<file path="config.mk">
export PLATFORM = sky130hd
export DESIGN_NAME = block_transfer_sequencer
export DESIGN_NICKNAME = d
export VERILOG_FILES = /design/src/sv/bts_pkg.sv /design/src/sv/block_transfer_sequencer.sv
export VERILOG_INCLUDE_DIRS = /design/src /design/src/sv
export SDC_FILE = /design/constraint.sdc
export NUM_CORES = 1
export LEC_CHECK = 0
export BUFFER_PORTS_ARGS = -buffer_cell sky130_fd_sc_hd__buf_2
export CAP_MARGIN = 20
export CORE_UTILIZATION = 55
export DETAILED_ROUTE_END_ITERATION = 7
export GPL_TIMING_DRIVEN = 0
export PLACE_DENSITY = 0.77
export RECOVER_POWER = 25
export SETUP_SLACK_MARGIN = 0.3
export SLEW_MARGIN = 20
export SYNTH_ARGS = -nofsm -noshare
export SYNTH_HDL_FRONTEND = slang
export SYNTH_SLANG_ARGS = --single-unit
</file>
<file path="constraint.sdc">
create_clock -name clk -period 9 [get_ports clk]
set_clock_uncertainty 0.05 [all_clocks]
set_input_delay 1.35 -clock clk [delete_from_list [all_inputs] [get_ports clk]]
set_output_delay 1.35 -clock clk [all_outputs]
set_load 0.02 [all_outputs]
</file>
<file path="src/sv/block_transfer_sequencer_macros.svh">
// assertion macros for the block transfer sequencer
`ifndef BLOCK_TRANSFER_SEQUENCER_MACROS_SVH
`define BLOCK_TRANSFER_SEQUENCER_MACROS_SVH

`ifndef SYNTHESIS
`define BTS_ASSERT_IMP(lbl, ante, cons) \
  lbl: assert property (@(posedge clk) disable iff (!rst_n) (ante) |-> (cons)) \
    else $error("bts check failed: %m");
`define BTS_ASSERT_NXT(lbl, ante, cons) \
  lbl: assert property (@(posedge clk) disable iff (!rst_n) (ante) |=> (cons)) \
    else $error("bts check failed: %m");
`else
`define BTS_ASSERT_IMP(lbl, ante, cons)
`define BTS_ASSERT_NXT(lbl, ante, cons)
`endif

`endif

</file>
<file path="src/sv/bts_pkg.sv">
package bts_pkg;

  localparam logic [1:0] KIND_LOAD  = 2'd0;
  localparam logic [1:0] KIND_STORE = 2'd1;
  localparam logic [1:0] KIND_VALUE = 2'd2;
  localparam logic [1:0] KIND_DONE  = 2'd3;

  localparam logic [15:0] PC_ONLY_LIST = 16'h8000;
  localparam logic [31:0] WORD_STEP    = 32'd4;
  localparam logic [31:0] EMPTY_STEP   = 32'h0000_0040;
  localparam logic [31:0] ADDR_MASK    = 32'hFFFF_FFFC;
  localparam logic [3:0]  PC_INDEX     = 4'd15;

  typedef struct packed {
    logic [15:0] reg_list;
    logic [3:0]  base_reg;
    logic [31:0] base_value;
    logic        pre_index;
    logic        up;
    logic        load;
    logic        user_bank;
    logic        writeback;
  } in_word_t;

  typedef struct packed {
    logic [1:0]  kind;
    logic [31:0] address;
    logic [3:0]  reg_index;
    logic        bank_user;
    logic        sequential;
    logic [31:0] value;
    logic        base_write;
    logic        restore_status;
    logic        branch;
    logic        last;
  } out_word_t;

  typedef enum logic [2:0] {
    ST_IDLE,
    ST_PRE,
    ST_XFER,
    ST_ADJ,
    ST_REWR,
    ST_DONE
  } state_t;

endpackage

</file>
<file path="src/sv/block_transfer_sequencer.sv">
// the output register takes an access word for each listed register (an empty
// list counts as one), then a base rewrite word when one is sent, then the
// completion word; a new block transfer is accepted only in idle, once the last
// one is done, and the single address adder steps the address once per access.
// reset: synchronous active-low rst_n returns the sequencer to idle and
// empties the output register
`include "block_transfer_sequencer_macros.svh"

module block_transfer_sequencer (
  input  logic               clk,
  input  logic               rst_n,
  input  logic               in_valid,
  output logic               in_ready,
  input  bts_pkg::in_word_t  in_data,
  output logic               out_valid,
  input  logic               out_ready,
  output bts_pkg::out_word_t out_data
);
  import bts_pkg::*;

  state_t      state_r, state_nxt;
  logic        out_valid_r, out_valid_nxt;
  out_word_t   out_data_r, out_data_nxt;
  logic [15:0] rem_r, rem_nxt;
  logic [3:0]  rn_r, rn_nxt;
  logic [31:0] base_r, base_nxt;
  logic [31:0] addr_r, addr_nxt;
  logic [31:0] stored_r, stored_nxt;
  logic        p_r, p_nxt;
  logic        u_r, u_nxt;
  logic        l_r, l_nxt;
  logic        bank_r, bank_nxt;
  logic        first_r, first_nxt;
  logic        empty_r, empty_nxt;
  logic        bw_r, bw_nxt;
  logic        rewr_r, rewr_nxt;
  logic        restore_r, restore_nxt;
  logic        branch_r, branch_nxt;

  logic        in_fire;
  logic        slot_free;
  logic [15:0] list_eff;
  logic        empty_in;
  logic        base_listed;
  logic [15:0] lower_mask;
  logic        w_eff;
  logic [3:0]  next_idx;
  logic [15:0] rem_after;
  logic [31:0] add_a;
  logic [31:0] add_amt;
  logic        add_sub;
  logic [31:0] add_sum;

  assign in_ready  = (state_r == ST_IDLE);
  assign in_fire   = in_valid && in_ready;
  assign slot_free = !out_valid_r || out_ready;
  assign out_valid = out_valid_r;
  assign out_data  = out_data_r;

  // decode of the incoming word
  assign empty_in    = (in_data.reg_list == 16'd0);
  assign list_eff    = empty_in ? PC_ONLY_LIST : in_data.reg_list;
  assign base_listed = list_eff[in_data.base_reg];
  assign lower_mask  = 16'((16'd1 << in_data.base_reg) - 16'd1);
  assign w_eff       = in_data.writeback && !empty_in && !(in_data.load && base_listed);

  // next register in walk order
  always_comb begin
    next_idx = '0;
    if (u_r) begin
      for (int i = 15; i >= 0; i--) begin
        if (rem_r[i]) next_idx = 4'(i);
      end
    end else begin
      for (int i = 0; i < 16; i++) begin
        if (rem_r[i]) next_idx = 4'(i);
      end
    end
  end

  always_comb begin
    rem_after = rem_r;
    rem_after[next_idx] = 1'b0;
  end

  // shared address adder
  always_comb begin
    add_a   = addr_r;
    add_amt = WORD_STEP;
    add_sub = !u_r;
    case (state_r)
      ST_ADJ: begin
        if (empty_r) begin
          add_a   = base_r;
          add_amt = EMPTY_STEP;
          add_sub = !u_r;
        end else begin
          add_sub = u_r;
        end
      end
      default: begin
        add_a   = addr_r;
        add_amt = WORD_STEP;
        add_sub = !u_r;
      end
    endcase
  end

  assign add_sum = add_sub ? (add_a - add_amt) : (add_a + add_amt);

  // next state
  always_comb begin
    state_nxt = state_r;
    case (state_r)
      ST_IDLE: if (in_fire) state_nxt = ST_PRE;
      ST_PRE:  state_nxt = ST_XFER;
      ST_XFER: if (slot_free && rem_after == 16'd0) state_nxt = ST_ADJ;
      ST_ADJ:  state_nxt = rewr_r ? ST_REWR : ST_DONE;
      ST_REWR: if (slot_free) state_nxt = ST_DONE;
      ST_DONE: if (slot_free) state_nxt = ST_IDLE;
      default: state_nxt = ST_IDLE;
    endcase
  end

  // datapath and output word
  always_comb begin
    rem_nxt       = rem_r;
    rn_nxt        = rn_r;
    base_nxt      = base_r;
    addr_nxt      = addr_r;
    stored_nxt    = stored_r;
    p_nxt         = p_r;
    u_nxt         = u_r;
    l_nxt         = l_r;
    bank_nxt      = bank_r;
    first_nxt     = first_r;
    empty_nxt     = empty_r;
    bw_nxt        = bw_r;
    rewr_nxt      = rewr_r;
    restore_nxt   = restore_r;
    branch_nxt    = branch_r;
    out_valid_nxt = out_valid_r && !out_ready;
    out_data_nxt  = out_data_r;
    case (state_r)
      ST_IDLE: begin
        if (in_fire) begin
          rem_nxt     = list_eff;
          rn_nxt      = in_data.base_reg;
          base_nxt    = in_data.base_value;
          addr_nxt    = in_data.base_value;
          p_nxt       = in_data.pre_index;
          u_nxt       = in_data.up;
          l_nxt       = in_data.load;
          bank_nxt    = in_data.user_bank && !(in_data.load && list_eff[PC_INDEX]);
          first_nxt   = 1'b1;
          empty_nxt   = empty_in;
          bw_nxt      = empty_in || w_eff;
          rewr_nxt    = w_eff && !in_data.load && base_listed
                        && ((list_eff & lower_mask) != 16'd0);
          restore_nxt = in_data.user_bank && in_data.load && list_eff[PC_INDEX];
          branch_nxt  = in_data.load && list_eff[PC_INDEX];
        end
      end
      ST_PRE: begin
        if (p_r) addr_nxt = add_sum;
      end
      ST_XFER: begin
        if (slot_free) begin
          rem_nxt   = rem_after;
          addr_nxt  = add_sum;
          first_nxt = 1'b0;
          if (next_idx == rn_r && !l_r) stored_nxt = addr_r;
          out_valid_nxt = 1'b1;
          out_data_nxt  = '0;
          out_data_nxt.kind       = l_r ? KIND_LOAD : KIND_STORE;
          out_data_nxt.address    = addr_r & ADDR_MASK;
          out_data_nxt.reg_index  = next_idx;
          out_data_nxt.bank_user  = bank_r;
          out_data_nxt.sequential = !first_r;
        end
      end
      ST_ADJ: begin
        if (empty_r || p_r) addr_nxt = add_sum;
      end
      ST_REWR: begin
        if (slot_free) begin
          out_valid_nxt = 1'b1;
          out_data_nxt  = '0;
          out_data_nxt.kind       = KIND_VALUE;
          out_data_nxt.address    = stored_r & ADDR_MASK;
          out_data_nxt.reg_index  = rn_r;
          out_data_nxt.sequential = 1'b1;
          out_data_nxt.value      = addr_r;
        end
      end
      ST_DONE: begin
        if (slot_free) begin
          out_valid_nxt = 1'b1;
          out_data_nxt  = '0;
          out_data_nxt.kind           = KIND_DONE;
          out_data_nxt.reg_index      = rn_r;
          out_data_nxt.value          = bw_r ? addr_r : 32'd0;
          out_data_nxt.base_write     = bw_r;
          out_data_nxt.restore_status = restore_r;
          out_data_nxt.branch         = branch_r;
          out_data_nxt.last           = 1'b1;
        end
      end
      default: begin
        out_valid_nxt = out_valid_r && !out_ready;
      end
    endcase
  end

  always_ff @(posedge clk) begin
    if (!rst_n) begin
      state_r     <= ST_IDLE;
      out_valid_r <= 1'b0;
    end else begin
      state_r     <= state_nxt;
      out_valid_r <= out_valid_nxt;
    end
  end

  always_ff @(posedge clk) begin
    out_data_r <= out_data_nxt;
    rem_r      <= rem_nxt;
    rn_r       <= rn_nxt;
    base_r     <= base_nxt;
    addr_r     <= addr_nxt;
    stored_r   <= stored_nxt;
    p_r        <= p_nxt;
    u_r        <= u_nxt;
    l_r        <= l_nxt;
    bank_r     <= bank_nxt;
    first_r    <= first_nxt;
    empty_r    <= empty_nxt;
    bw_r       <= bw_nxt;
    rewr_r     <= rewr_nxt;
    restore_r  <= restore_nxt;
    branch_r   <= branch_nxt;
  end

  `BTS_ASSERT_NXT(a_accept_starts, in_fire, state_r == ST_PRE)
  `BTS_ASSERT_IMP(a_xfer_has_work, state_r == ST_XFER, rem_r != 16'd0)
  `BTS_ASSERT_IMP(a_rewrite_store_only, state_r == ST_REWR, !l_r && bw_r)
  `BTS_ASSERT_IMP(a_done_is_last, out_valid_r && out_data_r.kind == KIND_DONE,
                  out_data_r.last)

endmodule
</file>
==> results.cfg, run 1 <==
[status]
outcome = complete, but fails checks
violations = max-capacitance violations, max-slew violations

[synth]
synthArstFlopShare_pct = 0
synth_top_family_by_area = simple AND/OR/NAND/NOR gates
synth_edf_count = 198
syn_avg_cell_area_um2 = 11.4
synth_mux_area_share_pct = 1.45
yosysWarnings = 0
synthSimpleGateAreaFrac_pct = 15.4
yosysSeqAreaShare_pct = 60.1
syn_inst = 883
synth_compound_area_share_pct = 14.0
synth_xor_area_share_pct = 2.79
syn-cell-area_um2 = 10000
synth.distinct_cells = 64
synthAdderAreaFrac_pct = 3.74
synth-main-ff-cell = edfxtp_1
synth-seq-cells = 202

[floorplanning]
die-area_um2 = 18800
io_pins = 139
die_width_um = 137
start_util_pct = 56.0
core_area_um2 = 17900
placementRows = 49
die_y_um = 137

[worst_setup_path]
crit_required_ns = 9.18
r2r-start = state_r[1]
timing.rr.end = addr_r[30]
crit_path_max_fanout = 10
crit_path_start = state_r[1]
reg2regPathDepth = 16
crit_arrival_ns = 5.12
cp-end-kind = register
crit_type = reg -> reg
start_kind = register
worstSetupEndpoint = addr_r[30]
reg2reg_slack_ns = 4.06

[finish]
final_common_cell = edfxtp_1
fill_cells = 1378
nets = 1143
drive_above_1_share_pct = 16.4
layout_common_cells = edfxtp_1 (198), nand2_1 (168), buf_2 (117)
area_delta_synth_final_pct = 17.7

[clock_network]
clock_latency_ns = 0.50
cts_root_buf = clkbuf_16
post-cts-setup-buffers = 0
cts-buffers-inserted = 20
tritoncts = yes
h-tree-depth = 1
cts_repair_resize_count = 0
clk_path_buf_depth = 3
clk_pin_slew_ns = 0.06
clock_sinks = 202
cts_hold_buf = 0

[timing]
fin_crit_sh_pct = 54.9
relSlewSlack_pct = -116
drv_slew = 47
max_clock_freq_mhz = 202
tns_ns = 0
rsz0062_at_grt = no
min_period_ns = 4.94
finalHoldViolCount = 0
setup_viol = 0
max_slew.worst_pin.slew_ns = 3.23

[power_and_ir_drop]
leakagePower_nw = 4.57
power_per_cell_area_nw_per_um2 = 245
finalPower_mw = 2.89
peakVddDrop_v = 0.000155

[route]
drtIter0Drc = 638
routed_wl_um = 23900
via_per_inst = 5.88
wl_per_cell_um = 18.4
dr.pass1.iters = 5
drcViolationCount = 0
vias = 7618
antenna_left = 0

[placement]
gp_congestion = 0.861
io_buffer_count = 136
dp.final_hpwl_um = 17200

[global_routing]
grt_pass1_vias = 7008
grt_use_total_pct = 25.7
antenna_found_initial = 1
grt_max_degree = 47
grt_pass1_wl_um = 36500
gr-total-overflow = 0

[run]
cap_violations = 1

[worst_hold_path]
min_path_type = reg -> reg
min_path_cells = 0
cells in the mapped netlist, types with 10 or more instances:
master	number	share of area, %
nor2_1	43	1.6
nor3_1	15	0.75
o21ai_0	72	3.6
a21oi_1	34	1.7
clkbuf_1	42	1.6
inv_1	13	0.49
nand2b_1	13	0.81
nand2_1	168	6.3
nor2b_1	10	0.62
xnor2_1	19	1.7
edfxtp_1	198	59
ha_1	30	3.7
and2_1	38	2.4
nor4_1	13	0.81
a22o_1	33	2.9
xor2_1	13	1.1
per-layer routing:
metal	global-route usage (%)	vias up	wire length, um
met5	0	-	0
met4	7.14	0	354
met3	2.96	30	1820
met2	41.0	351	11100
met1	37.3	3630	10600
li1	-	3607	-
metrics by stage:
| stage | hold slack, ns | setup WS, ns | cell area, um2 | instances | util [%] |
|---|---|---|---|---|---|
| 6_report | 0.451 | 4.06 | 11800 | 1296 | 66.0 |
| 4_1_cts | 0.460 | 4.06 | 11800 | 1295 | 66.2 |
| 2_1_floorplan | 0.414 | 3.38 | 10000 | 884 | - |
| 5_1_grt | 0.468 | 3.72 | 11800 | 1296 | 66.0 |
| 3_5_place_dp | 0.445 | 4.15 | 11200 | 1259 | 62.5 |
| 3_3_place_gp | 0.435 | 2.11 | 11000 | 1249 | 61.5 |
cells by family after synthesis:
logic type / after synthesis
mux: 8
fa+ha+maj: 30
flops: 202
other cells: 1
buf+inv: 63
compound gates: 213
simple gates: 334
xor+xnor: 32
report_power, final:
part	internal [mW]	switching [mW]	total (mW)
Clock	0.491	0.343	0.834
Combinational	0.310	0.450	0.760
Sequential	1.21	0.0920	1.30
Total	2.01	0.885	2.89
registers in the layout (all words and copies together), names as in the netlist, 3 cells and up, named ones only:
| register | flops |
|---|---|
| stored_r | 30 |
| rem_r | 16 |
| state_r | 3 |
| rn_r | 4 |
| base_r | 32 |
| out_data | 74 |
| addr_r | 31 |
cell type report:
| type | count | area [um2] | share of cell area (%) |
|---|---|---|---|
| inverters | 14 | 52.6 | 0.445 |
| clock buffers | 26 | 554 | 4.69 |
| flip-flops and latches | 202 | 6030 | 51.0 |
| multi-input cells | 619 | 3790 | 32.1 |
| diodes | 1 | 2.50 | 0.0212 |
| repair buffers | 146 | 801 | 6.78 |
| well taps | 229 | 287 | 2.43 |
| plain buffers | 49 | 198 | 1.67 |
| clock inverters | 10 | 97.6 | 0.826 |
worst max-delay path: stages, from the launching register on:
cell	delay, ns
dfxtp_1	0.32
clkbuf_1	0.32
nor2b_1	0.33
nand3_1	0.24
clkinv_1	0.26
clkbuf_1	0.48
nor2_1	0.12
ha_1	0.36
a21o_1	0.22
a2111o_1	0.43
o211ai_2	0.24
o2111ai_1	0.19
o21a_1	0.26
a41o_1	0.31
o41ai_2	0.27
xor2_1	0.17
o21ai_0	0.08
how the worst min path moves through the flow:
stage,start,to,slack [ns]
final,addr_r[30],stored_r[30],0.45
after global routing,addr_r[30],stored_r[30],0.47
after CTS,addr_r[30],stored_r[30],0.46
after detailed placement,addr_r[30],stored_r[30],0.45
after global placement,addr_r[9],stored_r[9],0.44
after floorplan,addr_r[31],stored_r[31],0.41
No activity file was read; power rests on OpenSTA's default activity.
==> inputs of run 2 (changes only) <==
clock period = 4.91 ns   (was 9 ns; I/O delays follow)
==> results.cfg, run 2 (same netlist as run 1, synthesis figures left out) <==
[worst_setup_path]
cp_common_cell = nand2_1
crit_path_max_fanout = 10
crit_required_ns = 5.08
cp_cell_sequence = clkbuf_2 > nor2b_2 > nand3_2 > clkinvlp_4 > clkbuf_4 > nand2_1 > nand2_1 > ha_1 > a21o_1 > a2111o_1 > o211ai_2 > o2111ai_1 > o21a_1 > a41o_1 > o41ai_2 > xor2_1 > o21ai_0
cpPeakStageDelay_ns = 0.45
cp-end-kind = register
crit_type = reg -> reg
critPathSlowestCell = a2111o_1
crit_arrival_ns = 4.50
start_kind = register

[global_routing]
grt_pass1_vias = 6986
met3_usage_pct = 3.85
busiest_layer = met2
use_met1_pct = 36.1
gr-total-overflow = 0
grt_max_degree = 29
grt_use_total_pct = 25.5
grt_pass1_wl_um = 36400
grt_use_met2_pct = 40.3
antenna_found_initial = 2

[floorplanning]
placementRows = 49
die_y_um = 137
start_util_pct = 56.0
die-area_um2 = 18800
core_area_um2 = 17900
die_width_um = 137
io_pins = 139

[placement]
dp.cells = 1258
io_buffer_count = 136
dp.final_hpwl_um = 16900
gp_congestion = 0.904

[timing]
drv_slew = 0
finalHoldWorstSlack_ns = 0.363
max_slew.worst_pin.slew_ns = 0.707
setup_viol = 0
min_period_ns = 4.33
max_clock_freq_mhz = 231
rsz0062_at_grt = no
finalHoldViolCount = 0
fin_crit_sh_pct = 88.2
relSlewSlack_pct = 52.8

[power_and_ir_drop]
peakVddDrop_v = 0.000286
power_per_cell_area_nw_per_um2 = 451
leakagePower_nw = 4.50
finalPower_mw = 5.36

[finish]
fill_cells = 1346
layoutNonFillerInstCount = 1304
drive_above_1_share_pct = 14.0
layout_common_cells = edfxtp_1 (198), nand2_1 (168), clkbuf_1 (109)
final_common_cell = edfxtp_1
nets = 1150
multi_input_area_um2 = 3820
area_delta_synth_final_pct = 18.6
layout.area.seq_um2 = 6030
largest_reg_flops = 74

[clock_network]
clock_latency_ns = 0.50
clock_sinks = 202
clk_pin_slew_ns = 0.06
clk_path_buf_depth = 3
cts_hold_buf = 0
tritoncts = yes
cts_root_buf = clkbuf_16
h-tree-depth = 1
cts-buffers-inserted = 21

[run]
cap_violations = 0

[route]
drtIter0Drc = 537
vias = 7606
antenna_left = 0
via_per_inst = 5.83
dr.pass1.iters = 5
routed_wl_um = 23500
wl_per_cell_um = 18.0
drcViolationCount = 0

[status]
outcome = finished, final reports clean

[worst_hold_path]
min_path_type = in -> reg
## run 2: cell count changes in the layout (fill, tap and decap cells not counted), moves of 2 or more
cell,delta
clkbuf_4,+2
buf_2,-46
clkbuf_1,+37
clkbuf_2,+4
clkinv_2,-2
buf_6,+2
buf_4,+7
buf_8,-2
clkinvlp_4,+3
## run 2: worst paths after layout
| path | startpoint | endpoint | slack [ns] | depth (start not counted) |
|---|---|---|---|---|
| hold reg to reg | addr_r[29] | stored_r[29] | 0.48 | 0 |
| setup / recovery | state_r[1] | addr_r[30] | 0.58 | 17 |
| setup reg to reg | state_r[1] | addr_r[30] | 0.58 | 17 |
| hold / removal | in_data[4] | p_r | 0.36 | 1 |
## run 2: timing repair
item / CTS / global route
pin swaps: 0 / 0
resized for setup: 7 / 11
endpoints found under the setup margin: 6 / 4
setup buffers: 1 / 5
gates cloned: 1 / 0
## run 2: layout make-up
class	instances	area share [%]
diodes	2	0.0421
repair inverters	1	0.0631
clock buffers	25	4.54
clock inverters	12	1.17
well taps	229	2.41
plain buffers	49	1.77
multi-input cells	619	32.1
flip-flops and latches	202	50.7
inverters	14	0.505
repair buffers	151	6.76
## run 2: layer usage
metal	wire, um	vias to the layer above	share of wire [%]
met5	0	-	0
met4	513	0	2.2
met3	1900	52	8.1
met2	10800	343	46
met1	10300	3593	44
li1	-	3618	-
## run 2: critical path, delay by kind of cell (launching register included)
| family | cells | cell delay [ns] |
|---|---|---|
| fa+ha+maj | 1 | 0.28 |
| xor+xnor | 1 | 0.20 |
| simple gates | 4 | 0.58 |
| buf+inv | 3 | 0.58 |
| flops | 1 | 0.31 |
| compound gates | 8 | 2.06 |
## run 2: where the power goes
part | switching, mW | total, mW | internal (mW)
clock | 0.636 | 1.58 | 0.944
sequential | 0.164 | 2.37 | 2.21
combinational | 0.836 | 1.41 | 0.570
## run 2: stage by stage
| step | setup WS [ns] | area [um2] | utilization (%) | TNS, ns |
|---|---|---|---|---|
| after floorplan | 0.829 | 10000 | - | 0 |
| after global placement | -0.776 | 11000 | 61.5 | -21.28 |
| after detailed placement | 0.00766 | 11200 | 62.6 | 0 |
| after CTS | 0.379 | 11900 | 66.6 | 0 |
| after global routing | 0.326 | 11900 | 66.5 | 0 |
| final | 0.578 | 11900 | 66.5 | 0 |
